==> src/rtl/hsvrgbw_pkg.sv <==
package hsvrgbw_pkg;

    // One colour word in: hue as a fraction of a turn, saturation and value as x/255
    typedef struct packed {
        logic [15:0] hue;
        logic [7:0]  saturation;
        logic [7:0]  brightness;
    } t_hsv_word;

    // One colour word out
    typedef struct packed {
        logic [7:0] red;
        logic [7:0] green;
        logic [7:0] blue;
        logic [7:0] white;
    } t_rgbw_word;

    localparam logic [7:0] C_LEVEL_MAX = 8'd255;

endpackage

==> src/rtl/hsv_to_rgbw_converter_core.sv <==
// Channel   | Direction | Handshake            | Word
// ----------+-----------+----------------------+--------------------------------
// input     | in        | i_valid / o_stall    | i_data : hsvrgbw_pkg::t_hsv_word
// output    | out       | o_valid / i_stall    | o_data : hsvrgbw_pkg::t_rgbw_word
// config    | in        | i_cfg_we             | i_cfg_wdata : white_mode
//
// One word per cycle sustained while i_stall is low; the accepting edge loads
// the first of five register stages (sector split, chroma products, level
// products, divide by 255 and sector select, white extraction); o_valid is the last.
// Synchronous active-low reset clears every stage valid bit and white_mode.
// Each stage holds only while it is full and the stage after it is held, so
// bubbles close up and a held output stops the front only once all are full.
module hsv_to_rgbw_converter_core #(
    parameter int HUE_BITS = 16
) (
    input  logic                    i_clk,
    input  logic                    i_rst_n,
    input  logic                    i_valid,
    output logic                    o_stall,
    input  hsvrgbw_pkg::t_hsv_word  i_data,
    output logic                    o_valid,
    input  logic                    i_stall,
    output hsvrgbw_pkg::t_rgbw_word o_data,
    input  logic                    i_cfg_we,
    input  logic                    i_cfg_wdata
);

    localparam int HW = HUE_BITS;

    // Sector codes of the hue circle
    localparam logic [2:0] SECT_RED_YEL = 3'd0;
    localparam logic [2:0] SECT_YEL_GRN = 3'd1;
    localparam logic [2:0] SECT_GRN_CYN = 3'd2;
    localparam logic [2:0] SECT_CYN_BLU = 3'd3;
    localparam logic [2:0] SECT_BLU_MAG = 3'd4;

    // Exact truncating x/255 for x up to 255*255
    function automatic logic [7:0] div255(input logic [15:0] x);
        logic [16:0] sum;
        sum = {1'b0, x} + {9'd0, x[15:8]} + 17'd1;
        return sum[15:8];
    endfunction

    // Configuration: white extraction on or off
    logic r_white_mode;

    always_ff @(posedge i_clk) begin
        if (!i_rst_n) begin
            r_white_mode <= 1'b0;
        end else if (i_cfg_we) begin
            r_white_mode <= i_cfg_wdata;
        end
    end

    // Stage enables: a stage loads when empty or when the next one moves
    logic en1, en2, en3, en4, en5;
    logic r_s1_vld, r_s2_vld, r_s3_vld, r_s4_vld, r_out_vld;

    assign en5     = !r_out_vld || !i_stall;
    assign en4     = !r_s4_vld  || en5;
    assign en3     = !r_s3_vld  || en4;
    assign en2     = !r_s2_vld  || en3;
    assign en1     = !r_s1_vld  || en2;
    assign o_stall = !en1;

    always_ff @(posedge i_clk) begin
        if (!i_rst_n) begin
            r_s1_vld  <= 1'b0;
            r_s2_vld  <= 1'b0;
            r_s3_vld  <= 1'b0;
            r_s4_vld  <= 1'b0;
            r_out_vld <= 1'b0;
        end else begin
            if (en1) begin
                r_s1_vld <= i_valid;
            end
            if (en2) begin
                r_s2_vld <= r_s1_vld;
            end
            if (en3) begin
                r_s3_vld <= r_s2_vld;
            end
            if (en4) begin
                r_s4_vld <= r_s3_vld;
            end
            if (en5) begin
                r_out_vld <= r_s4_vld;
            end
        end
    end

    // ---------------- Stage 1: hue times six, split into sector and f
    logic [HW-1:0] w_h;
    logic [HW+2:0] w_h6;
    logic [15:0]   w_f;

    generate
        if (HW >= 16) begin : g_hue_wide
            assign w_h = HW'(i_data.hue);
            assign w_f = w_h6[HW-1 -: 16];
        end else begin : g_hue_narrow
            // Bits above HUE_BITS drop, so the hue wraps
            assign w_h = i_data.hue[HW-1:0];
            assign w_f = {w_h6[HW-1:0], {(16-HW){1'b0}}};
        end
    endgenerate

    assign w_h6 = {1'b0, w_h, 2'b00} + {2'b00, w_h, 1'b0};

    logic [2:0]  r_s1_sect;
    logic [15:0] r_s1_f;
    logic [7:0]  r_s1_sat, r_s1_val;

    always_ff @(posedge i_clk) begin
        if (en1) begin
            r_s1_sect <= w_h6[HW+2:HW];
            r_s1_f    <= w_f;
            r_s1_sat  <= i_data.saturation;
            r_s1_val  <= i_data.brightness;
        end
    end

    // ---------------- Stage 2: f*s, (1-f)*s and the p product
    logic [23:0] w_fs;
    logic [24:0] w_cfs;

    assign w_fs  = r_s1_f * r_s1_sat;
    assign w_cfs = (17'h1_0000 - {1'b0, r_s1_f}) * r_s1_sat;

    logic [2:0]  r_s2_sect;
    logic [7:0]  r_s2_val, r_s2_aq, r_s2_at;
    logic [15:0] r_s2_np;

    always_ff @(posedge i_clk) begin
        if (en2) begin
            r_s2_sect <= r_s1_sect;
            r_s2_val  <= r_s1_val;
            r_s2_aq   <= w_fs[23:16];
            r_s2_at   <= w_cfs[23:16];
            r_s2_np   <= r_s1_val * (hsvrgbw_pkg::C_LEVEL_MAX - r_s1_sat);
        end
    end

    // ---------------- Stage 3: scale q and t by the value
    logic [2:0]  r_s3_sect;
    logic [7:0]  r_s3_val;
    logic [15:0] r_s3_np, r_s3_nq, r_s3_nt;

    always_ff @(posedge i_clk) begin
        if (en3) begin
            r_s3_sect <= r_s2_sect;
            r_s3_val  <= r_s2_val;
            r_s3_np   <= r_s2_np;
            r_s3_nq   <= r_s2_val * (hsvrgbw_pkg::C_LEVEL_MAX - r_s2_aq);
            r_s3_nt   <= r_s2_val * (hsvrgbw_pkg::C_LEVEL_MAX - r_s2_at);
        end
    end

    // ---------------- Stage 4: divide by 255, then route by sector
    logic [7:0] w_p, w_q, w_t;
    logic [7:0] n_red, n_green, n_blue;

    assign w_p = div255(r_s3_np);
    assign w_q = div255(r_s3_nq);
    assign w_t = div255(r_s3_nt);

    always_comb begin
        unique case (r_s3_sect)
            SECT_RED_YEL: begin
                n_red = r_s3_val; n_green = w_t;      n_blue = w_p;
            end
            SECT_YEL_GRN: begin
                n_red = w_q;      n_green = r_s3_val; n_blue = w_p;
            end
            SECT_GRN_CYN: begin
                n_red = w_p;      n_green = r_s3_val; n_blue = w_t;
            end
            SECT_CYN_BLU: begin
                n_red = w_p;      n_green = w_q;      n_blue = r_s3_val;
            end
            SECT_BLU_MAG: begin
                n_red = w_t;      n_green = w_p;      n_blue = r_s3_val;
            end
            default: begin
                // magenta to red, the last sector
                n_red = r_s3_val; n_green = w_p;      n_blue = w_q;
            end
        endcase
    end

    logic [7:0] r_s4_red, r_s4_green, r_s4_blue;

    always_ff @(posedge i_clk) begin
        if (en4) begin
            r_s4_red   <= n_red;
            r_s4_green <= n_green;
            r_s4_blue  <= n_blue;
        end
    end

    // ---------------- Stage 5: pull out the common white level when white_mode is on
    logic [7:0] w_min_rg, w_white;
    hsvrgbw_pkg::t_rgbw_word n_out_data, r_out_data;

    assign w_min_rg = (r_s4_red < r_s4_green) ? r_s4_red : r_s4_green;
    assign w_white  = !r_white_mode ? 8'd0 :
                      (w_min_rg < r_s4_blue) ? w_min_rg : r_s4_blue;

    always_comb begin
        n_out_data.red   = r_s4_red   - w_white;
        n_out_data.green = r_s4_green - w_white;
        n_out_data.blue  = r_s4_blue  - w_white;
        n_out_data.white = w_white;
    end

    always_ff @(posedge i_clk) begin
        if (en5) begin
            r_out_data <= n_out_data;
        end
    end

    assign o_valid = r_out_vld;
    assign o_data  = r_out_data;

endmodule

==> config.mk <==
export PLATFORM = sky130hd
export DESIGN_NAME = hsv_to_rgbw_converter_core
export DESIGN_NICKNAME = d
export VERILOG_FILES = /design/src/rtl/hsvrgbw_pkg.sv /design/src/rtl/hsv_to_rgbw_converter_core.sv
export SDC_FILE = /design/constraint.sdc
export NUM_CORES = 1
export LEC_CHECK = 0
export BUFFER_PORTS_ARGS = -buffer_cell sky130_fd_sc_hd__buf_2
export CAP_MARGIN = 20
export CORE_MARGIN = 5
export CORE_UTILIZATION = 60
export DETAILED_ROUTE_END_ITERATION = 8
export PLACE_DENSITY = 0.77
export SLEW_MARGIN = 20
export SYNTH_ARGS = -nofsm -noshare
export SYNTH_HDL_FRONTEND = slang
export SYNTH_SLANG_ARGS = --single-unit
==> constraint.sdc <==
create_clock -name i_clk -period 6.65 [get_ports i_clk]
set_input_delay 1.33 -clock i_clk [delete_from_list [all_inputs] [get_ports i_clk]]
set_output_delay 1.33 -clock i_clk [all_outputs]
set_load 0.005 [all_outputs]
==> flow_summary.yaml, run 1 <==
routing:
  drc: 0
  detail_route.wl_per_cell_um: 16.9
  drtPass1Iterations: 6
  postRouteAntennaNets: 0
  drt-initial-drc-count: 887
  drt-total-wl_mm: 49.6
  vias: 16400
  vias_per_cell: 5.57
finish:
  antennaDiodeCount: 0
  drive_above_1_share: 0.0841
  design_area_um2: 25400
  area_delta_synth_final_pct: 7.63
  stdcell_count: 2943
  final_nets: 3001
  fillers: 3010
global_routing:
  grt_pass1_wl_mm: 84.3
  grt_max_degree: 60
  antenna_found_initial: 0
  overflow: 0
  grt_usage: 0.233
  first_global_vias: 17500
placement:
  io_buffers: 71
  postPlaceCellArea_um2: 24600
  gp_congestion: 0.879
  detailed_place_hpwl_mm: 39.6
  dp_cells: 2902
synth:
  ys_ff_latch: 198
  ys_warn_count: 0
  syn_inst: 2350
  ys_top_cells_by_area: "edfxtp_1, fa_1, ha_1"
  syn_area_per_cell_um2: 10.0
  ys_types: 79
  syn-cell-area_um2: 23600
  yosysTopAreaCell: "edfxtp_1"
  synth_top_area_share: 0.245
  async_flop_share: 0
  syn_nets: 2939
  synthFlopType: "edfxtp_1"
  synth_edf_count: 192
  seq_area_frac_synth: 0.250
clock_network:
  cts_tree: "done"
  cts.sinks: 198
  insertion_delay_ns: 0.45
  numCtsBuffers: 17
  htreeDepth: 4
  ctsHoldBuffers: 0
  cts_buffer_depth: 2
  cts.clk_slew.worst_paths_ns: 0.09
  cts_root_buf: "clkbuf_16"
sta:
  setup_viol: 0
  rsz0062_at_grt: "true"
  fin_crit_ns: 6.50
  min_period_over_period: 0.978
  hold_viol: 0
  max_freq_mhz: 154
  worst_pin_slew_ns: 1.10
  clock_skew_ns: 0.0182
  slew_violations: 0
  slew_headroom: 0.265
setup_path:
  critical_path_required_ns: 6.84
  crit_path_end_kind: "flip-flop"
  path_max_fanout: 4
  startpoint_type: "flip-flop"
  path_class: "reg -> reg"
  cp.arrival_ns: 6.69
floorplan:
  start_util: 0.608
  die-height_um: 208
  ios: 72
  die-area_um2: 43300
  core-area_um2: 38700
  die_w_um: 208
  row_count: 72
status:
  status: "finished clean"
hold_path:
  min_path_type: "reg -> reg"
job:
  cap_violations: 0
[metal layers]
| metal | share of wire | vias to the layer above | global-route usage | routed length [um] |
|---|---|---|---|---|
| met1 | 0.42 | 8121 | 0.297 | 20800 |
| met2 | 0.51 | 418 | 0.423 | 25500 |
| met5 | 0 | - | 0 | 0 |
| met4 | 0.023 | 0 | 0.0623 | 1120 |
| met3 | 0.043 | 81 | 0.0298 | 2110 |
| li1 | - | 7759 | - | - |
[final timing paths]
path,slack [ns],cells after the start,startpoint,to
worst min-delay path,0.42,0,r_s2_np[5],r_s3_np[5]
worst min register to register,0.42,0,r_s2_np[5],r_s3_np[5]
worst max register to register,0.15,23,r_s1_f[4],r_s2_at[7]
worst max-delay path,0.15,23,r_s1_f[4],r_s2_at[7]
[per-stage QoR]
step	hold slack (ns)	utilization	TNS, ns	worst slack, ns
6_report	0.421	0.655	0	0.149
4_1_cts	0.425	0.650	0	0.0837
5_1_grt	0.429	0.655	-0.109	-0.109
2_1_floorplan	0.400	-	0	0.536
3_5_place_dp	0.407	0.634	0	0.109
3_3_place_gp	0.403	0.634	0	0.278
[worst max-delay path, stage by stage (launching register included)]
cell      delay, ns
edfxtp_1       0.43
nor4_4         0.36
nand2_1        0.14
or2_4          0.29
nor4_4         0.28
nand2b_1       0.17
nor2_2         0.19
xnor2_2        0.17
buf_4          0.19
nand2_4        0.05
fa_1           0.52
inv_1          0.05
fa_1           0.50
fa_1           0.44
fa_1           0.47
ha_1           0.30
a221o_1        0.32
a31oi_1        0.16
o32ai_2        0.10
o211a_1        0.25
o21a_1         0.21
o21a_1         0.23
o41ai_2        0.31
xnor2_1        0.11
[cell usage after synthesis, types with 31 or more instances]
cell      count
nand2_1     161
inv_1       412
nor2_1       92
nor2b_1     125
edfxtp_1    192
clkbuf_1     67
o21ai_0      44
a21oi_1      57
ha_1        276
xnor2_1      73
nor3_1       31
and2_1      151
fa_1        275
nand2b_1     95
[final cells by class]
type	instances	area [um2]	area share
multi-input cells	1667	16000	0.629
clock buffers	18	429	0.0169
clock inverters	14	206	0.00814
repair buffers	115	686	0.0270
well taps	518	648	0.0256
inverters	413	1550	0.0611
flip-flops and latches	198	5890	0.232
[state kept, by name, indices dropped and copies added (netlist names), 3 cells and up]
| register | cells |
|---|---|
| o_data | 32 |
| r_s1_f | 15 |
| r_s1_sat | 8 |
| r_s1_sect | 3 |
| r_s1_val | 8 |
| r_s2_aq | 8 |
| r_s2_at | 8 |
| r_s2_np | 16 |
| r_s2_sect | 3 |
| r_s2_val | 8 |
| r_s3_np | 16 |
| r_s3_nq | 16 |
| r_s3_nt | 16 |
| r_s3_sect | 3 |
| r_s3_val | 8 |
| r_s4_blue | 8 |
| r_s4_green | 8 |
| r_s4_red | 8 |
[logic make-up after synthesis]
logic type	Yosys count	share of synthesized area
AO/OA/AOI/OAI	262	0.0792
XOR/XNOR	100	0.0372
adder cells (fa/ha/maj)	551	0.380
buffers and inverters	485	0.0775
flip-flops	198	0.250
multiplexers	20	0.00924
AND/OR/NAND/NOR	734	0.167
[cells in the final DEF, fill, tap and decap left out, drive strengths merged, types with 10 or more instances in the layout]
cell,n
inv,418
ha,276
fa,275
edfxtp,192
nand2,162
and2,151
nor2b,125
buf,115
nand2b,95
nor2,92
xnor2,73
a21oi,58
o21ai,45
nor3,31
nand3,28
xor2,27
o21a,25
a21o,19
clkbuf,18
mux2,14
a21boi,12
o211ai,11
and3,10
a31oi,10
[what timing repair did]
item                       in CTS  in global routing
setup endpoints to repair       0                  4
setup buffers                   0                  9
gates resized for setup         0                 18
Power of run 1 is left out: the tool's default activity adds up to more than one toggle a clock period on the data nets, which glitch-free logic cannot reach.
==> run 2: changes to the inputs <==
--- a/config.mk
+++ b/config.mk
@@ -5,7 +5,7 @@
 export SDC_FILE = /design/constraint.sdc
 export NUM_CORES = 1
 export LEC_CHECK = 0
-export BUFFER_PORTS_ARGS = -buffer_cell sky130_fd_sc_hd__buf_2
+export BUFFER_PORTS_ARGS = -buffer_cell sky130_fd_sc_hd__buf_4
 export CAP_MARGIN = 20
 export CORE_MARGIN = 5
 export CORE_UTILIZATION = 60
==> run 2 against run 1 <==
Die area is the same; cell count shrank 0.24%; design area is essentially flat; first-iteration DRC count grew 6.2%; clock-buffer cell count grew 1; register-to-register slack gained 0.03 ns; routed wire length shrank 0.69%; critical path depth grew 1; sequential cell count is the same; largest cell class unchanged.
==> flow_summary.yaml, run 2 (synthesized netlist as in run 1, its figures left out) <==
sta:
  slew_violations: 0
  fin_crit_ns: 6.47
  clock_skew_ns: 0.0170
  min_period_over_period: 0.972
  max_freq_mhz: 155
  setup_viol: 0
  setup_slack_ns: 0.183
  worst_pin_slew_ns: 0.992
  rsz0062_at_grt: "true"
  hold_viol: 0
  slew_headroom: 0.336
finish:
  fillers: 2950
  antennaDiodeCount: 0
  final_nets: 2994
  area_delta_synth_final_pct: 7.70
  post-route-util: 0.655
  drive_above_1_share: 0.0811
  largest_reg_flops: 32
  final_common_cell: "inv_1"
  design_area_um2: 25400
  final_cell_mix: "inv_1, fa_1, ha_1, edfxtp_1, nand2_1"
  multi_input_area_um2: 15900
  register_area_um2: 5890
floorplan:
  die-area_um2: 43300
  row_count: 72
  core-area_um2: 38700
  die-height_um: 208
  start_util: 0.608
  ios: 72
  die_w_um: 208
routing:
  vias_per_cell: 5.55
  drt-total-wl_mm: 49.3
  met1_length_mm: 20.9
  postRouteAntennaNets: 0
  detail_route.wl_per_cell_um: 16.8
  wl_met3_mm: 2.01
  drc: 0
  drt-initial-drc-count: 942
  vias: 16300
  route.met2.wl_mm: 25.3
  route.top_layer_used: "met4"
  drtPass1Iterations: 6
job:
  cap_violations: 0
clock_network:
  insertion_delay_ns: 0.46
  htreeDepth: 4
  cts_tree: "done"
  cts_root_buf: "clkbuf_16"
  cts.clk_slew.worst_paths_ns: 0.08
  cts_buffer_depth: 2
  cts.sinks: 198
  ctsHoldBuffers: 0
  numCtsBuffers: 17
setup_path:
  critical_path_required_ns: 6.84
  cp.arrival_ns: 6.66
  startpoint_type: "flip-flop"
  path_max_fanout: 4
  timing.rr.start: "r_s1_f[4]"
  crit_start: "r_s1_f[4]"
  path_class: "reg -> reg"
  crit_path_end_kind: "flip-flop"
global_routing:
  grt_max_degree: 60
  first_global_vias: 17200
  antenna_found_initial: 1
  overflow: 0
  grt_usage: 0.232
  grt_pass1_wl_mm: 83.4
placement:
  detailed_place_hpwl_mm: 39.7
  gp_congestion: 0.861
  post-place-ws_ns: 0.116
  io_buffers: 71
  postPlaceCellArea_um2: 24700
status:
  status: "finished clean"
hold_path:
  min_path_type: "reg -> reg"
  min_from: "r_s2_np[4]"
run 2: cell count changes in the layout (fill, tap and decap cells not counted), moves of 2 or more:
cell	delta
inv_2	+4
ha_1	+2
inv_1	-4
bufinv_16	-3
clkinv_4	+2
ha_2	-2
buf_4	+64
buf_2	-71
run 2: worst max-delay path, cell delays in order, from the launching register on:
cell	delay, ns
edfxtp_1	0.44
nor4_4	0.35
nand2_1	0.14
or2_4	0.27
nor4_4	0.17
nand2b_1	0.13
nor2_2	0.17
xnor2_2	0.16
nand2_1	0.11
fa_1	0.59
inv_2	0.05
fa_1	0.48
fa_1	0.52
inv_2	0.05
fa_1	0.54
inv_2	0.05
ha_4	0.22
a221o_1	0.32
a31oi_1	0.18
o32ai_2	0.13
o211a_1	0.26
o21a_1	0.21
o21a_1	0.24
o41ai_2	0.34
xnor2_1	0.10
run 2: layer usage:
layer  track usage  up-vias
met1         0.302     8041
met3        0.0264       80
li1              -     7742
met5             0        -
met4        0.0602        0
met2         0.416      439
run 2: cell type report:
| type | instances | share of cell area |
|---|---|---|
| Multi-Input combinational cell | 1667 | 0.628 |
| Inverter | 413 | 0.0611 |
| Tap cell | 518 | 0.0255 |
| Timing Repair Buffer | 108 | 0.0320 |
| Sequential cell | 198 | 0.232 |
| Clock inverter | 13 | 0.00454 |
| Clock buffer | 19 | 0.0171 |
run 2: metrics by stage:
stage	setup TNS [ns]	hold WS (ns)	instances
floorplan	0	0.400	2350
global placement	0	0.403	2902
detailed placement	0	0.405	2902
CTS	0	0.422	2934
global route	-0.0803	0.430	2936
finish	0	0.420	2936
run 2: worst paths after layout:
kind                endpoint  depth (start not counted)  slack [ns]
setup reg to reg  r_s2_at[7]                         24        0.18
hold / removal    r_s3_np[4]                          0        0.42
setup / recovery  r_s2_at[7]                         24        0.18
hold reg to reg   r_s3_np[4]                          0        0.42
run 2: repair_timing:
| action | in CTS | in global routing |
|---|---|---|
| buffers inserted | 0 | 2 |
| setup endpoints to repair | 0 | 4 |
| gates resized for setup | 0 | 17 |
Power of run 2 is left out for the same reason.
